[src/hw/rtl/bpl_pkg.sv]
// Package for the BSP point leaf walk block.
// Holds table sizes, field widths, payload structs, status codes and node word layout.
// No dependencies.
package bpl_pkg;

  localparam int NODE_DEPTH = 4096;
  localparam int MAX_STEPS  = 256;

  localparam int ADDR_W  = (NODE_DEPTH > 1) ? $clog2(NODE_DEPTH) : 1;
  localparam int IDX_W   = 16;
  localparam int STEP_W  = $clog2(MAX_STEPS + 1);
  localparam int COUNT_W = 13;
  localparam int ACC_W   = 52;
  localparam int PROD_W  = 48;
  localparam int NODE_W  = 112;

  localparam int LEAF_W      = 15;
  localparam int STATUS_W    = 2;
  localparam int STEPS_OUT_W = 9;

  localparam logic       CMD_WRITE = 1'b0;
  localparam logic       CMD_QUERY = 1'b1;

  localparam logic [STATUS_W-1:0] ST_OK    = 2'd0;
  localparam logic [STATUS_W-1:0] ST_RANGE = 2'd1;
  localparam logic [STATUS_W-1:0] ST_DEPTH = 2'd2;

  // dist * 2^14 is subtracted: formed as dist * (-16384), then added
  localparam logic signed [15:0] DIST_SCALE_NEG = 16'shC000;

  typedef struct packed {
    logic               command;
    logic [11:0]        node_index;
    logic signed [15:0] normal_x;
    logic signed [15:0] normal_y;
    logic signed [15:0] normal_z;
    logic signed [31:0] plane_dist;
    logic signed [15:0] child_front;
    logic signed [15:0] child_back;
    logic signed [31:0] point_x;
    logic signed [31:0] point_y;
    logic signed [31:0] point_z;
  } item_t;

  typedef struct packed {
    logic [LEAF_W-1:0]      leaf_index;
    logic [STATUS_W-1:0]    status;
    logic [STEPS_OUT_W-1:0] steps_taken;
  } result_t;

  typedef struct packed {
    logic signed [15:0] child_back;
    logic signed [15:0] child_front;
    logic signed [31:0] plane_dist;
    logic signed [15:0] normal_z;
    logic signed [15:0] normal_y;
    logic signed [15:0] normal_x;
  } node_t;

  typedef struct packed {
    logic               valid;
    logic               first;
    logic signed [15:0] a;
    logic signed [31:0] b;
  } mac_op_t;

endpackage

[src/hw/rtl/bpl_mac.sv]
// Shared multiply-accumulate unit: one 16x32 signed product per cycle, registered,
// then summed into a wide accumulator. Depends on bpl_pkg.
module bpl_mac (
  input  logic                              clk,
  input  logic                              rst,
  input  bpl_pkg::mac_op_t                  op,
  output logic signed [bpl_pkg::ACC_W-1:0]  acc
);

  logic signed [bpl_pkg::PROD_W-1:0] prod;
  logic                              prod_vld;
  logic                              prod_first;

  always_ff @(posedge clk) begin
    if (rst) begin
      prod_vld   <= 1'b0;
      prod_first <= 1'b0;
    end else begin
      prod_vld   <= op.valid;
      prod_first <= op.first;
    end
  end

  always_ff @(posedge clk) begin
    if (op.valid) begin
      prod <= op.a * op.b;
    end
    if (prod_vld) begin
      if (prod_first) begin
        acc <= bpl_pkg::ACC_W'(prod);
      end else begin
        acc <= acc + bpl_pkg::ACC_W'(prod);
      end
    end
  end

`ifndef SYNTHESIS
  a_vld_follows_op: assert property (@(posedge clk) disable iff (rst)
    op.valid |=> prod_vld)
    else $error("product valid lost");
  a_first_follows_op: assert property (@(posedge clk) disable iff (rst)
    (op.valid && op.first) |=> prod_first)
    else $error("first product flag lost");
  a_no_first_without_op: assert property (@(posedge clk) disable iff (rst)
    (prod_vld && prod_first) |-> $past(op.first))
    else $error("accumulator cleared without first product");
`endif

endmodule

[config.mk]
export PLATFORM = sky130hd
export DESIGN_NAME = bpl_mac
export DESIGN_NICKNAME = d
export VERILOG_FILES = /design/src/hw/rtl/bpl_pkg.sv /design/src/hw/rtl/bpl_mac.sv
export SDC_FILE = /design/constraint.sdc
export NUM_CORES = 2
export LEC_CHECK = 0
export BUFFER_PORTS_ARGS = -buffer_cell sky130_fd_sc_hd__buf_2
export CAP_MARGIN = 5
export CORE_MARGIN = 2
export CORE_UTILIZATION = 38
export CTS_CLUSTER_DIAMETER = 100
export CTS_CLUSTER_SIZE = 8
export DETAILED_ROUTE_END_ITERATION = 7
export PLACE_DENSITY = 0.54
export SYNTH_ARGS = -nofsm -noshare
export SYNTH_HDL_FRONTEND = slang
export SYNTH_SLANG_ARGS = --single-unit
export TNS_END_PERCENT = 50
[constraint.sdc]
create_clock -name clk -period 10.05 [get_ports clk]
set_input_delay 3.015 -clock clk [delete_from_list [all_inputs] [get_ports clk]]
set_output_delay 3.015 -clock clk [all_outputs]
set_load 0.03 [all_outputs]
==> summary.md <==
| Metric | Value |
|---|---|
| Outcome | `complete, no violations` |
| Dpl hpwl | `51210 µm` |
| Reg2Reg Capture Point | `acc[50]` |
| Worst slew pin tran | `0.9473 ns` |
| Worst Path Arrival | `9.77 ns` |
| Finished Cell Area | `25640 µm²` |
| Ys flop type | `edfxtp_1` |
| Critical path type | `in2reg` |
| Critical path's slowest cell | `fa_1` |
| Worst path bufs/invs | `5` |
| Synth area leader | `fa_1` |
| YS warnings | `0` |
| Post-synthesis mux area share | `0.08888%` |
| Syn_area_per_cell | `a little over 9 µm²` |
| Hold-fix buffers, CTS | `0` |
| Core Area | `about 62000 µm²` |
| Max_slew headroom | `36.85%` |
| Worst-case reg-to-reg path depth | `13` |
| Compound-gate portion of the synthesized area | `8.967%` |
| 1st-pass router iterations | `7` |
| Vias in the first global route | `18280` |
| Clock sink total | `102` |
| Worst setup startpoint | `op[35]` |
| Layout Skew | `~0.013 ns` |
| Die H | `254.9 µm` |
| Die Footprint | `65000 µm²` |
| Cells along the critical path | `buf_2 -> nand2_1 -> fa_1 -> fa_1 -> fa_1 -> inv_1 -> fa_1 -> fa_1 -> inv_1 -> fa_1 -> inv_1 -> ha_1 -> a21oi_1 -> nand2b_1 -> a311oi_1 -> buf_4 -> nor4_1 -> o211ai_1 -> o21ai_1 -> a211o_1 -> a221o_1 -> a21oi_1 -> xnor2_1` |
| Clk root buf | `clkbuf_16` |
| N_diodes | `0` |
| Mapped cell area | `~24000 µm²` |
| Finished Layout Cells | `3490` |
| First-pass GRT wire length | `99410 µm` |
| Post-CTS Setup Bufs | `0` |
| Hold Fails Final Rpt | `0` |
| Worst-skew pair later-pin latency | `0.36 ns` |
| Post-CTS Resized | `0` |
| Netlist cell types | `68` |
| Gr usage total | `19.50%` |
| H-tree Lvls | `3` |
| Ratio of cells with drive above 1 in the final layout | `6.446%` |
| CP Max Fanout | `32` |
| Starting DRT DRC Count | `between 1000 and 1500` |
| Cell family with most CP delay | `adder cells` |
| Post-Place Cell Area | `25340 µm²` |
| Syn_nets | `3310` |
| I/O Pins | `between 100 and 150` |
| Largest net degree at the start of global routing | `107` |
| Routed WL | `61050 µm` |
| Clock period minus final worst setup slack | `9.655 ns` |
| CTS Buffer Depth | `2` |
| Row count | `91` |
| Crit path depth | `23` |
| GR Overflow Total | `0` |
| Setup TNS | `0 ns` |
| Post-synthesis cell count | `~2600` |
| Reg-to-reg slack, setup | `6.26 ns` |
| WL/cell | `17.49 µm` |
| Setup crit end kind | `flip-flop` |
| Clock slew at reported path FFs | `0.08 ns` |
| Antenna Violating Nets Remaining | `0` |
| Top cell type's share of synthesized area | `40.74%` |
| Largest family of logic cells by synthesized area | `adder cells` |
| Final Cycle Share | `96.07%` |
| Effective utilization at floorplan | `between 30% and 40%` |
| Cells after DPL | `3474` |
| Xor and xnor area share after synthesis | `3.367%` |
| Synth async-reset ratio | `0%` |
| Synth top area cells | `fa_1 (41%), edfxtp_1 (13%), inv_1 (9.1%)` |
| Post-synth top cells | `inv_1 (577), fa_1 (487), nand2_1 (375)` |
| Sequential fraction of the synthesis area | `about an eighth` |
| Hold crit path type | `reg2reg` |
| Reg2reg start | `acc[0]` |
| Worst Hold Slack | `0.5602 ns` |
| Die width | `roughly 250 µm` |
| Top-count cell post-synth | `inv_1` |
| Critical path capture point | `prod[47]` |
| Layout Area Growth over Synthesis | `7.126%` |
| Unrepaired setup endpoints after global routing | `false` |
| Layout Nets | `3352` |
| Via density | `4.948` |
| Post-Synth Simple-Gate Area | `14.79%` |
| FMAX | `0.1036 GHz` |
| Vias post-DR | `17270` |
| Synth Area in Adders | `49.37%` |
| Most used cell, CP | `fa_1` |
| CP Data Required Time | `approximately 10 ns` |
| Routability cong. | `0.8422` |
| CTS buffer count | `9` |
| Startpoint Class | `input port` |
| Number of max-cap violations | `0` |
| CTS tree | `yes` |
| Initial antenna violation count | `2` |
| Input/output buffers | `roughly 100` |
| Number of synthesized register bits | `~100` |
| Final Setup Violations | `0` |
| DRC | `0` |
| Slew Limit Fails | `0` |
| Post-synth EDFFs | `100` |
| Slowest cell delay on critical path | `0.55 ns` |
routing by layer:
| layer | up-vias | track usage [%] | wire length, µm |
|---|---|---|---|
| met2 | 478 | 29.44 | 26110 |
| met4 | 4 | 3.409 | 797 |
| met5 | - | 0 | 22 |
| met1 | 8684 | 29.82 | 30380 |
| met3 | 49 | 2.970 | 3737 |
| li1 | 8052 | - | - |
how the worst min path moves through the flow:
stage	start	to	depth (start not counted)
2_1_floorplan	prod[34]	acc[34]	2
3_3_place_gp	prod[7]	acc[7]	2
3_5_place_dp	prod[2]	acc[2]	2
4_1_cts	prod[7]	acc[7]	2
5_1_grt	prod[33]	acc[33]	2
6_report	prod[33]	acc[33]	2
placed cells by master (no fill, tap or decap), types with 4 or more instances in the layout:
master / synthesis / routed
nor4_1: 4 / 4
nor2_1: 65 / 65
nand4_1: 8 / 8
a31oi_1: 9 / 9
o21a_1: 12 / 12
o21ai_0: 75 / 75
xnor2_1: 63 / 63
a21o_1: 50 / 50
nor2b_1: 9 / 9
nor3b_1: 5 / 5
o21bai_1: 10 / 10
o21ai_1: 14 / 14
nand2b_1: 14 / 14
nand3_1: 22 / 22
nor3_1: 12 / 12
and3_1: 6 / 6
fa_1: 487 / 487
buf_4: 0 / 32
nor4b_1: 4 / 4
o211ai_1: 12 / 12
o22ai_1: 4 / 4
a211oi_1: 10 / 10
edfxtp_1: 100 / 100
clkbuf_16: 0 / 9
xor2_1: 29 / 29
o31ai_1: 9 / 9
buf_2: 1 / 103
a21oi_1: 94 / 94
and2_1: 204 / 204
inv_1: 577 / 577
ha_1: 165 / 165
nand2_1: 375 / 375
registers in the layout (all words and copies together), names as in the netlist:
register	flops
prod	48
prod_first	1
acc	52
prod_vld	1
worst register-to-register path: stages, from the launching register on:
cell and delay (ns):
edfxtp_1 0.41, ha_1 0.25, inv_1 0.08, fa_1 0.42, nor2b_1 0.16, o211ai_1 0.13
a31o_2 0.29, o221ai_2 0.30, a2111oi_2 0.14, o31ai_2 0.42, a21oi_1 0.23, o41ai_2 0.45
xnor2_1 0.17, o21ai_1 0.07
layout make-up:
class                   instances  area [µm²]
fillers                      6269       36300
multi-input cells            1822       18330
flip-flops and latches        102        3045
inverters                     578        2170
well taps                     837        1047
repair buffers                135       755.7
clock buffers                   9       225.2
clock inverters                 7       66.31
kinds of logic (layout without fill, tap and decap cells):
logic type,count (synthesis),after routing
flip-flops,102,102
multiplexers,2,2
adder cells (fa/ha/maj),652,652
XOR/XNOR,92,92
AND/OR/NAND/NOR,740,740
AO/OA/AOI/OAI,336,336
buffers and inverters,682,729
through the flow:
step           worst slack (ns)  utilization, %
2_1_floorplan            0.9456               -
3_3_place_gp             0.2424           40.92
3_5_place_dp            0.07770           40.92
4_1_cts                  0.4857           41.39
5_1_grt                  0.2023           41.39
6_report                 0.3951           41.39
Power is left out: the tool's default activity adds up to more than one toggle a clock period on the data nets, which glitch-free logic cannot reach.
