==> src/hw/rtl/bpl_ram.sv <==
// Generic simple dual-port RAM, one write port, one read port, registered read.
// No dependencies.
module bpl_ram #(
  parameter int WIDTH = 8,
  parameter int DEPTH = 16
) (
  input  logic                     clk,
  input  logic                     we,
  input  logic [$clog2(DEPTH)-1:0] waddr,
  input  logic [WIDTH-1:0]         wdata,
  input  logic                     re,
  input  logic [$clog2(DEPTH)-1:0] raddr,
  output logic [WIDTH-1:0]         rdata
);

  logic [WIDTH-1:0] mem [DEPTH];

  always_ff @(posedge clk) begin
    if (we) begin
      mem[waddr] <= wdata;
    end
    if (re) begin
      rdata <= mem[raddr];
    end
  end

endmodule

==> config.mk <==
export PLATFORM = sky130hd
export DESIGN_NAME = bpl_ram
export DESIGN_NICKNAME = d
export VERILOG_FILES = /design/src/hw/rtl/bpl_ram.sv
export SDC_FILE = /design/constraint.sdc
export NUM_CORES = 1
export LEC_CHECK = 0
export BUFFER_PORTS_ARGS = -buffer_cell sky130_fd_sc_hd__buf_2
export CAP_MARGIN = 25
export CORE_MARGIN = 3
export CORE_UTILIZATION = 45
export DETAILED_ROUTE_END_ITERATION = 8
export PLACE_DENSITY_LB_ADDON = 0.25
export SETUP_SLACK_MARGIN = 0.4
export SKIP_LAST_GASP = 1
export SLEW_MARGIN = 0
export SYNTH_ARGS = -nofsm -noshare
export SYNTH_HDL_FRONTEND = slang
export SYNTH_SLANG_ARGS = --single-unit
==> constraint.sdc <==
create_clock -name clk -period 1.58 [get_ports clk]
set_input_delay 0.158 -clock clk [delete_from_list [all_inputs] [get_ports clk]]
set_output_delay 0.158 -clock clk [all_outputs]
set_load 0.01 [all_outputs]
==> impl_results.rst, run 1 <==
.. list-table::
   :header-rows: 1

   * - Metric
     - Value
   * - Result of the run
     - complete, no violations
   * - Area of the die
     - 0.0129 sq mm
   * - Antenna violations before repair
     - 0
   * - Residual antenna-violating net count after detailed routing
     - 0
   * - Number of hold-repair buffers added at the cts stage
     - 0
   * - Final HPWL DP
     - 6340 microns
   * - Total negative slack
     - 0 ps
   * - Number of antenna cells inserted
     - 0
   * - Number of synthesis warnings
     - 0
   * - Height of the die
     - 114 microns
   * - Count of final hold-check violations
     - 0
   * - Total of flip-flops plus latches after synthesis
     - 136
   * - Overall die width
     - 114 microns
   * - Final period demand of the worst path
     - 1430 ps
   * - Worst min-delay path class
     - in2reg
   * - Total track usage
     - 0.162
   * - Part of the cycle the worst path needs
     - 0.903
   * - Type of destination of the critical path
     - flop
   * - Final wirelength
     - 9540 microns
   * - Number of nets at the end of the flow
     - 308
   * - Relative area change from synthesis to final layout
     - 21.3%
   * - Layer with the highest usage after global routing
     - met2
   * - Vias per cell
     - 5.51
   * - Post-synth cell types
     - 18
   * - Net count after synthesis
     - 248
   * - Routed len/inst
     - 21.6 microns
   * - Routability cong.
     - 0.751
   * - Average size of a mapped cell
     - 22.8 sq um
   * - TritonCTS buffer count
     - 17
   * - Cells after Synth
     - 229
   * - Clk slew on worst S/H paths
     - 60 ps
   * - F_max
     - 701 MHz
   * - Initial detailed-routing violation count
     - 186
   * - H-tree depth
     - 4
   * - Max-cap check violation count
     - 0
   * - # clock sinks
     - 136
   * - Port Buffers
     - 26
   * - Sequential element share of the synthesized area
     - 0.781
   * - Worst-margin pin slew
     - 765 ps
   * - Power per Cell Area
     - 1350 mW/mm^2
   * - Clock Tree Root
     - sky130_fd_sc_hd__clkbuf_16
   * - Number of optimization iterations in the first detailed-route pass
     - 4
   * - Most used cells in the layout excluding fill and tap cells
     - sky130_fd_sc_hd__edfxtp_1, sky130_fd_sc_hd__mux4_2, sky130_fd_sc_hd__buf_2
   * - GRT met2 Usage
     - 0.245
   * - Total congestion overflow after global routing
     - 0
   * - Number of non-filler instances in the completed layout
     - 442
   * - Worst voltage drop across the vdd grid
     - 0.629 mV
   * - Static Leak
     - 2.12 nW
   * - Share of final-layout standard cells stronger than drive strength 1
     - 0.424
   * - Post-route DRC violation count
     - 0
   * - Mapped Area
     - 0.00523 sq mm
   * - Type of origin of the critical path
     - flop
   * - Critical path data arrival time
     - 1580 ps
   * - Post-layout util
     - 0.572
   * - Global-route wire length before repair
     - 15100 microns
   * - # rows
     - 38
   * - Worst-skew pair later-pin latency
     - 410 ps
   * - Final clock skew
     - 8.20 ps
   * - Leading cell type in the layout, fill and taps excluded
     - sky130_fd_sc_hd__edfxtp_1
   * - Starting utilization of the core area
     - 0.472
   * - Buffer levels on the longest clock path
     - 2
   * - Core outline area
     - 0.0111 sq mm
   * - Fin. max-slew vios
     - 0
   * - Required arrival time at the worst endpoint
     - 1730 ps
   * - Setup violations, final
     - 0
   * - Worst rel slew slack
     - 0.489
   * - Setup repair after global routing missed its margin
     - true
   * - Met1 global-route usage
     - 0.234
   * - Count of vias placed by the detailed router
     - 2434
   * - Pin count of the biggest net entering global routing
     - 20
   * - Number of global-route vias before repair
     - 2533
   * - Critical setup path kind
     - reg2reg
   * - IO Count
     - 27
   * - Cell count after placement
     - 410
   * - Global-route met3 utilization
     - 0.0440
   * - Top fanout value on the critical path
     - 1
   * - CTS tree
     - done
flip-flops by register name (all words and copies together) (netlist names):
signal  cells
mem       128
rdata       8
kinds of logic (layout without fill, tap and decap cells):
group | count (synthesis) | after routing | synth area share
AND/OR/NAND/NOR | 35 | 35 | 0.0314
flip-flops | 136 | 136 | 0.781
AO/OA/AOI/OAI | 16 | 16 | 0.0230
buffers and inverters | 10 | 83 | 0.0165
multiplexers | 32 | 32 | 0.148
worst max-delay path, stage by stage (launching register included):
cell                       delay, ps
sky130_fd_sc_hd__edfxtp_1        360
sky130_fd_sc_hd__mux4_2          510
sky130_fd_sc_hd__a22oi_2         230
sky130_fd_sc_hd__nand2_1          70
cells in the mapped netlist:
cell | n | area (sq um)
sky130_fd_sc_hd__nand2_1 | 9 | 33.8
sky130_fd_sc_hd__nor2b_1 | 1 | 6.26
sky130_fd_sc_hd__buf_4 | 1 | 7.51
sky130_fd_sc_hd__mux4_1 | 14 | 368
sky130_fd_sc_hd__nor3_1 | 4 | 20.0
sky130_fd_sc_hd__nand2b_1 | 2 | 12.5
sky130_fd_sc_hd__clkdlybuf4s25_2 | 3 | 30.0
sky130_fd_sc_hd__buf_2 | 3 | 15.0
sky130_fd_sc_hd__and2_1 | 1 | 6.26
sky130_fd_sc_hd__nand3b_1 | 2 | 15.0
sky130_fd_sc_hd__or3b_2 | 1 | 8.76
sky130_fd_sc_hd__and2b_1 | 1 | 7.51
sky130_fd_sc_hd__edfxtp_1 | 136 | 4080
sky130_fd_sc_hd__buf_6 | 3 | 33.8
sky130_fd_sc_hd__a22oi_1 | 16 | 120
sky130_fd_sc_hd__nand3_1 | 1 | 5.00
sky130_fd_sc_hd__mux4_2 | 18 | 405
sky130_fd_sc_hd__nor2_1 | 13 | 48.8
final timing paths:
check                           cells after the start        from  slack (ps)        to
worst max-delay path                                3   mem[7][1]         150  rdata[1]
worst min-delay path                                1          re         110  rdata[0]
worst min register to register                      3  mem[15][3]         740  rdata[3]
worst max register to register                      3   mem[7][1]         150  rdata[1]
through the flow:
step,setup WS [ps],area [sq um],hold slack (ps),power [mW]
detailed placement,-108,5700,527,4.58
CTS,149,6330,100,8.63
floorplan,222,5260,257,4.40
global placement,-78.2,5700,531,4.57
global route,103,6340,93.9,8.84
finish,153,6340,111,8.55
power by group:
part / internal, mW / total [mW] / leakage [nW] / switching (mW)
logic: 0.187 / 0.418 / 0.578 / 0.231
clock network: 2.52 / 4.05 / 0.302 / 1.53
registers: 4.06 / 4.08 / 1.24 / 0.0200
total: 6.77 / 8.55 / 2.12 / 1.78
metal layers:
metal	vias to the layer above	wire, microns
met5	-	0
met4	0	138
met3	13	528
met2	73	4580
met1	1256	4290
li1	1092	-
final cells by class:
cell class | count | area (sq um)
Timing Repair Buffer | 51 | 380
Clock inverter | 15 | 189
Sequential cell | 136 | 4080
Tap cell | 140 | 175
Multi-Input combinational cell | 83 | 1090
Clock buffer | 17 | 425
Fill cell | 796 | 4740
timing repair:
| action | 4_1_cts | 5_1_grt |
|---|---|---|
| endpoints found under the setup margin | 8 | 8 |
| resized for setup | 6 | 1 |
| hold endpoints to repair | 0 | 0 |
| setup buffers | 0 | 0 |
| pin swaps | 4 | 3 |
Power figures use the tool's default switching activity.
==> run 2: changes to the inputs <==
GPL_TIMING_DRIVEN = 0   (was default)
==> run 2 against run 1 <==
Net effect: total power is 0.24% lower; non-clock buffer count is 16 lower; via count is 2.1% lower; clock skew is 0.88 ps higher; combinational power is 2% higher; worst setup slack worse by 27 ps; fmax is 1.9% lower; hold slack worse by 6.7 ps; count of clock-buffer cells in the layout is 2 higher; design area is 1.7% lower; global-route usage is 0.36 points higher; highest routed layer unchanged.
==> impl_results.rst, run 2 (synthesis gave the netlist of run 1 again) <==
.. list-table::
   :header-rows: 1

   * - Metric
     - Value
   * - Total track usage
     - 0.166 (+0.00357)
   * - H-tree depth
     - 4 (unchanged)
   * - Area of the multi-input gates
     - 0.00112 sq mm (+3.0%)
   * - Setup repair after global routing missed its margin
     - true
   * - Setup violations, final
     - 0 (unchanged)
   * - IO Count
     - 27 (unchanged)
   * - Share of final-layout standard cells stronger than drive strength 1
     - 0.406 (-0.0182)
   * - Part of the cycle the worst path needs
     - 0.920 (+0.0172)
   * - Number of buffers inserted to repair setup after CTS
     - 0 (unchanged)
   * - Pin count of the biggest net entering global routing
     - 17 (-15%)
   * - Relative area change from synthesis to final layout
     - 19.2%
   * - Post-route DRC violation count
     - 0 (unchanged)
   * - Overall die width
     - 114 microns (unchanged)
   * - Kind of cell adding the most delay to the critical path
     - multiplexers
   * - Count of final hold-check violations
     - 0 (unchanged)
   * - # clock sinks
     - 136 (unchanged)
   * - Largest registers
     - mem: 128 flops, rdata: 8 flops
   * - Worst voltage drop across the vdd grid
     - 0.697 mV (+11%)
   * - Levels on crit path
     - 3 (unchanged)
   * - Height of the die
     - 114 microns (unchanged)
   * - Critical path data arrival time
     - 1600 ps (+20 ps)
   * - Number of cells traversed by the worst hold path
     - 1 (unchanged)
   * - # rows
     - 38 (unchanged)
   * - Worst min-delay path class
     - in2reg
   * - Clk slew on worst S/H paths
     - 60 ps (about the same)
   * - Vias per cell
     - 5.60 (+1.6%)
   * - Number of filler instances in the final layout
     - 807 (+1.4%)
   * - Top fanout value on the critical path
     - 1 (unchanged)
   * - Antenna violations before repair
     - 0 (unchanged)
   * - F_max
     - 688 MHz (-1.9%)
   * - Post-layout util
     - 0.563 (-0.00960)
   * - Critical setup path kind
     - reg2reg
   * - Fin. max-slew vios
     - 0 (unchanged)
   * - Number of optimization iterations in the first detailed-route pass
     - 4 (unchanged)
   * - Biggest cell delay along the critical path
     - 530 ps (+20 ps)
   * - Leading cell type in the layout, fill and taps excluded
     - sky130_fd_sc_hd__edfxtp_1
   * - Final clock skew
     - 9.09 ps (+0.883 ps)
   * - Type of origin of the critical path
     - flop
   * - Sequential Area
     - 0.00408 sq mm (unchanged)
   * - Type of destination of the critical path
     - flop
   * - Worst hold slack
     - 104 ps (-6.69 ps)
   * - Final wirelength
     - 9700 microns (+1.7%)
   * - Bufs and invs on worst path
     - 0 (unchanged)
   * - FF-to-FF path depth
     - 3 (unchanged)
   * - Initial detailed-routing violation count
     - 175 (-5.9%)
   * - Number of global-route vias before repair
     - 2455 (-3.1%)
   * - Worst rel slew slack
     - 0.478 (-0.0112)
   * - Worst-margin pin slew
     - 781 ps (+15.5 ps)
   * - Clock Tree Root
     - sky130_fd_sc_hd__clkbuf_16
   * - Final period demand of the worst path
     - 1450 ps (+27.1 ps)
   * - Worst-skew pair later-pin latency
     - 400 ps (about the same)
   * - Residual antenna-violating net count after detailed routing
     - 0 (unchanged)
   * - Static Leak
     - 2.01 nW (-4.8%)
   * - Count of vias placed by the detailed router
     - 2384 (-2.1%)
   * - Max-cap check violation count
     - 0 (unchanged)
   * - Routed len/inst
     - 22.8 microns (+5.6%)
   * - Port Buffers
     - 25 (-3.8%)
   * - Most used cells in the layout excluding fill and tap cells
     - sky130_fd_sc_hd__edfxtp_1, sky130_fd_sc_hd__mux4_2, sky130_fd_sc_hd__buf_2
   * - Result of the run
     - complete, no violations
   * - Reg2reg start
     - mem[7][4]
   * - Startpoint of the most critical hold path
     - re
   * - Cell at the slowest stage of the critical path
     - sky130_fd_sc_hd__mux4_2
   * - Routability cong.
     - 0.686 (-8.6%)
   * - Number of hold-repair buffers added at the cts stage
     - 0 (unchanged)
   * - Total congestion overflow after global routing
     - 0 (unchanged)
   * - Core outline area
     - 0.0111 sq mm (unchanged)
   * - Number of flip-flops under the largest register name
     - 128 (unchanged)
   * - List of cells traversed by the critical path
     - mux4_2, a22oi_2, nand2_1
   * - Required arrival time at the worst endpoint
     - 1730 ps (about the same)
   * - Global-route wire length before repair
     - 15000 microns (-0.19%)
   * - Starting utilization of the core area
     - 0.472 (unchanged)
   * - Area of the die
     - 0.0129 sq mm (unchanged)
   * - Number of nets at the end of the flow
     - 292 (-5.2%)
   * - Number of antenna cells inserted
     - 0 (unchanged)
   * - CTS tree
     - done
   * - TritonCTS buffer count
     - 17 (unchanged)
   * - Start point of the critical path
     - mem[7][4]
   * - Final HPWL DP
     - 6220 microns (-1.9%)
   * - Biggest register
     - mem
   * - Buffer levels on the longest clock path
     - 2 (unchanged)
   * - Power per Cell Area
     - 1370 mW/mm^2 (+1.5%)
[run 2: metal layers]
layer  up-vias  global-route usage  part of all wire  routed length, microns
met3        13              0.0393             0.059                     568
met5         -                   0                 0                       0
met2        77               0.243              0.48                    4700
li1       1063                   -                 -                       -
met4         0              0.0736             0.018                     178
met1      1231               0.241              0.44                    4250
[run 2: final timing paths]
kind         slack (ps)       end
min                 100  rdata[0]
min reg2reg         770  rdata[0]
max                 130  rdata[4]
max reg2reg         130  rdata[4]
[run 2: area by class of cell]
type	instances	area share
Sequential cell	136	0.655
Multi-Input combinational cell	83	0.179
Clock buffer	19	0.0694
Clock inverter	13	0.0285
Tap cell	140	0.0281
Timing Repair Buffer	25	0.0201
Buffer	10	0.0193
[run 2: timing repair]
item / 4_1_cts / 5_1_grt
pin swaps: 3 / 2
endpoints found under the setup margin: 48 / 56
gates resized for setup: 9 / 7
hold endpoints to repair: 0 / 0
[run 2: report_power, final]
group / total [mW] / switching, mW / leakage (nW) / internal, mW
Sequential: 4.08 / 0.0173 / 1.24 / 4.07
Combinational: 0.428 / 0.250 / 0.489 / 0.178
Clock: 4.02 / 1.39 / 0.290 / 2.63
Total: 8.53 / 1.66 / 2.01 / 6.87
[run 2: through the flow]
| step | setup TNS, ps | worst slack [ps] | total power [mW] | instances | instance area (sq um) |
|---|---|---|---|---|---|
| floorplan | 0 | 222 | 4.40 | 229 | 5260 |
| global route | 0 | 97.8 | 8.80 | 426 | 6230 |
| global placement | -2120 | -111 | 4.56 | 394 | 5560 |
| finish | 0 | 126 | 8.53 | 426 | 6230 |
| detailed placement | -2710 | -107 | 4.58 | 394 | 5560 |
| CTS | 0 | 117 | 8.58 | 426 | 6210 |
==> run 3: changes to the inputs <==
CTS_BUF_LIST = sky130_fd_sc_hd__clkbuf_4 sky130_fd_sc_hd__clkbuf_8 sky130_fd_sc_hd__clkbuf_16   (was default)
==> run 3 against run 2 <==
Net effect: fmax increased by 0.52%; via count increased by 1.0%; die area unchanged; worst setup slack improved by 7.5 ps; cell count unchanged; sequential cell count unchanged; count of clock-buffer cells in the layout unchanged.
==> impl_results.rst, run 3 (synthesis gave the netlist of run 1 again) <==
.. list-table::
   :header-rows: 1

   * - Metric
     - Value
   * - Number of optimization iterations in the first detailed-route pass
     - 4 (unchanged)
   * - Number of buffers inserted to repair setup after CTS
     - 0 (unchanged)
   * - Part of the cycle the worst path needs
     - 0.916 (-0.00472)
   * - Clock Tree Root
     - sky130_fd_sc_hd__clkbuf_16
   * - Setup repair after global routing missed its margin
     - true
   * - Type of origin of the critical path
     - flop
   * - Worst-skew pair later-pin latency
     - 400 ps (about the same)
   * - Post-place instance area
     - 0.00556 sq mm (unchanged)
   * - Post-route DRC violation count
     - 0 (unchanged)
   * - Global-route wire length before repair
     - 15000 microns (unchanged)
   * - Residual antenna-violating net count after detailed routing
     - 0 (unchanged)
   * - Leading cell type in the layout, fill and taps excluded
     - sky130_fd_sc_hd__edfxtp_1
   * - Max-cap check violation count
     - 0 (unchanged)
   * - Fin. max-slew vios
     - 0 (unchanged)
   * - Cell count after placement
     - 394 (unchanged)
   * - FF-to-FF path depth
     - 3 (unchanged)
   * - Initial detailed-routing violation count
     - 175 (unchanged)
   * - CTS tree
     - done
   * - Number of cells traversed by the worst hold path
     - 1 (unchanged)
   * - Worst-case setup slack after placement
     - -107 ps (unchanged)
   * - Starting utilization of the core area
     - 0.472 (unchanged)
   * - Final HPWL DP
     - 6220 microns (unchanged)
   * - Layer with the highest usage after global routing
     - met2
   * - Total congestion overflow after global routing
     - 0 (unchanged)
   * - Register-to-register path setup slack
     - 130 ps (about the same)
   * - Core outline area
     - 0.0111 sq mm (unchanged)
   * - # clock sinks
     - 136 (unchanged)
   * - Power per Cell Area
     - 1370 mW/mm^2 (+0.30%)
   * - Final period demand of the worst path
     - 1450 ps (-7.47 ps)
   * - F_max
     - 691 MHz (+0.52%)
   * - Height of the die
     - 114 microns (unchanged)
   * - Number of nets at the end of the flow
     - 292 (unchanged)
   * - Required arrival time at the worst endpoint
     - 1730 ps (about the same)
   * - Reg2reg start
     - mem[7][4]
   * - TritonCTS buffer count
     - 17 (unchanged)
   * - Relative area change from synthesis to final layout
     - 19.4%
   * - Start point of the critical path
     - mem[7][4]
   * - Setup violations, final
     - 0 (unchanged)
   * - Critical path data arrival time
     - 1600 ps (about the same)
   * - Share of final-layout standard cells stronger than drive strength 1
     - 0.413 (+0.00699)
   * - H-tree depth
     - 4 (unchanged)
   * - Global-route met3 utilization
     - 0.0393 (unchanged)
   * - Total power
     - 8.57 mW (+0.42%)
   * - Type of destination of the critical path
     - flop
   * - GRT met2 Usage
     - 0.243 (unchanged)
   * - Count of vias placed by the detailed router
     - 2408 (+1.0%)
   * - Area of the die
     - 0.0129 sq mm (unchanged)
   * - Total track usage
     - 0.166 (unchanged)
   * - Port Buffers
     - 25 (unchanged)
   * - Static Leak
     - 2.02 nW (+0.34%)
   * - Worst voltage drop across the vdd grid
     - 0.696 mV (-0.19%)
   * - Pin count of the biggest net entering global routing
     - 17 (unchanged)
   * - Antenna violations before repair
     - 0 (unchanged)
   * - Routed len/inst
     - 22.9 microns (+0.62%)
   * - Number of flip-flops under the largest register name
     - 128 (unchanged)
   * - Number of global-route vias before repair
     - 2455 (unchanged)
   * - Buffer levels on the longest clock path
     - 2 (unchanged)
   * - Final wirelength
     - 9760 microns (+0.62%)
   * - Clk slew on worst S/H paths
     - 60 ps (about the same)
   * - Worst-margin pin slew
     - 781 ps (+0.195 ps)
   * - Reg-to-Reg End
     - rdata[4]
   * - Worst Setup EP
     - rdata[4]
   * - # rows
     - 38 (unchanged)
   * - Most used cells in the layout excluding fill and tap cells
     - sky130_fd_sc_hd__edfxtp_1, sky130_fd_sc_hd__mux4_2, sky130_fd_sc_hd__buf_2
   * - Critical setup path kind
     - reg2reg
   * - Count of final hold-check violations
     - 0 (unchanged)
   * - Top fanout value on the critical path
     - 1 (unchanged)
   * - Biggest register
     - mem
   * - Number of antenna cells inserted
     - 0 (unchanged)
   * - Worst rel slew slack
     - 0.478 (about the same)
   * - Worst min-delay path class
     - in2reg
   * - Overall die width
     - 114 microns (unchanged)
   * - IO Count
     - 27 (unchanged)
   * - Final clock skew
     - 6.23 ps (-2.86 ps)
   * - Met1 global-route usage
     - 0.241 (unchanged)
   * - Result of the run
     - complete, no violations
   * - Worst path setup slack after routing
     - 133 ps (+7.47 ps)
   * - Largest registers
     - mem: 128 flops, rdata: 8 flops
   * - Vias per cell
     - 5.65 (+1.0%)
   * - Number of non-filler instances in the completed layout
     - 426 (unchanged)
   * - Routability cong.
     - 0.686 (unchanged)
   * - Startpoint of the most critical hold path
     - re
   * - Final cell area excluding filler cells
     - 0.00624 sq mm (+0.12%)
## run 3: cell types whose count changed in the layout (fill, tap and decap cells not counted)
cell                       previous run  this run
sky130_fd_sc_hd__clkbuf_4             0         2
sky130_fd_sc_hd__clkbuf_1             2         0
## run 3: layer usage
| metal | up-vias | part of all wire | wire length, microns |
|---|---|---|---|
| met2 | 88 | 0.48 | 4650 |
| met1 | 1238 | 0.44 | 4320 |
| met5 | - | 0 | 0 |
| met3 | 19 | 0.060 | 581 |
| li1 | 1063 | - | - |
| met4 | 0 | 0.021 | 206 |
## run 3: critical path, cell delays in order, from the launching register on
cell and delay (ps):
sky130_fd_sc_hd__edfxtp_1 370, sky130_fd_sc_hd__mux4_2 530, sky130_fd_sc_hd__a22oi_2 210, sky130_fd_sc_hd__nand2_1 80
## run 3: where the power goes
group / switching (mW) / internal [mW]
clock: 1.39 / 2.66
sequential: 0.0174 / 4.07
combinational: 0.252 / 0.178
## run 3: repair_timing
action                     4_1_cts  5_1_grt
gates resized for setup          9        7
pin swaps                        3        2
hold buffers                     0        0
setup endpoints to repair       48       56
## run 3: final cells by class
cell class / count / area, sq um
timing repair buffer: 25 / 125
tap: 140 / 175
buffer: 10 / 120
multi-input combinational: 83 / 1120
sequential: 136 / 4080
clock buffer: 19 / 440
fill: 807 / 4840
clock inverter: 13 / 178
## run 3: worst min path at each step
stage	endpoint	slack, ps
6_report	rdata[0]	100
5_1_grt	rdata[0]	100
4_1_cts	rdata[0]	90
3_5_place_dp	rdata[2]	510
3_3_place_gp	rdata[6]	490
2_1_floorplan	mem[0][0]	260
## run 3: metrics by stage
stage	utilization	TNS [ps]	hold WS, ps
floorplan	-	0	257
global placement	0.502	-2120	494
detailed placement	0.502	-2710	510
CTS	0.561	0	91.2
global route	0.563	0	95.2
finish	0.563	0	102
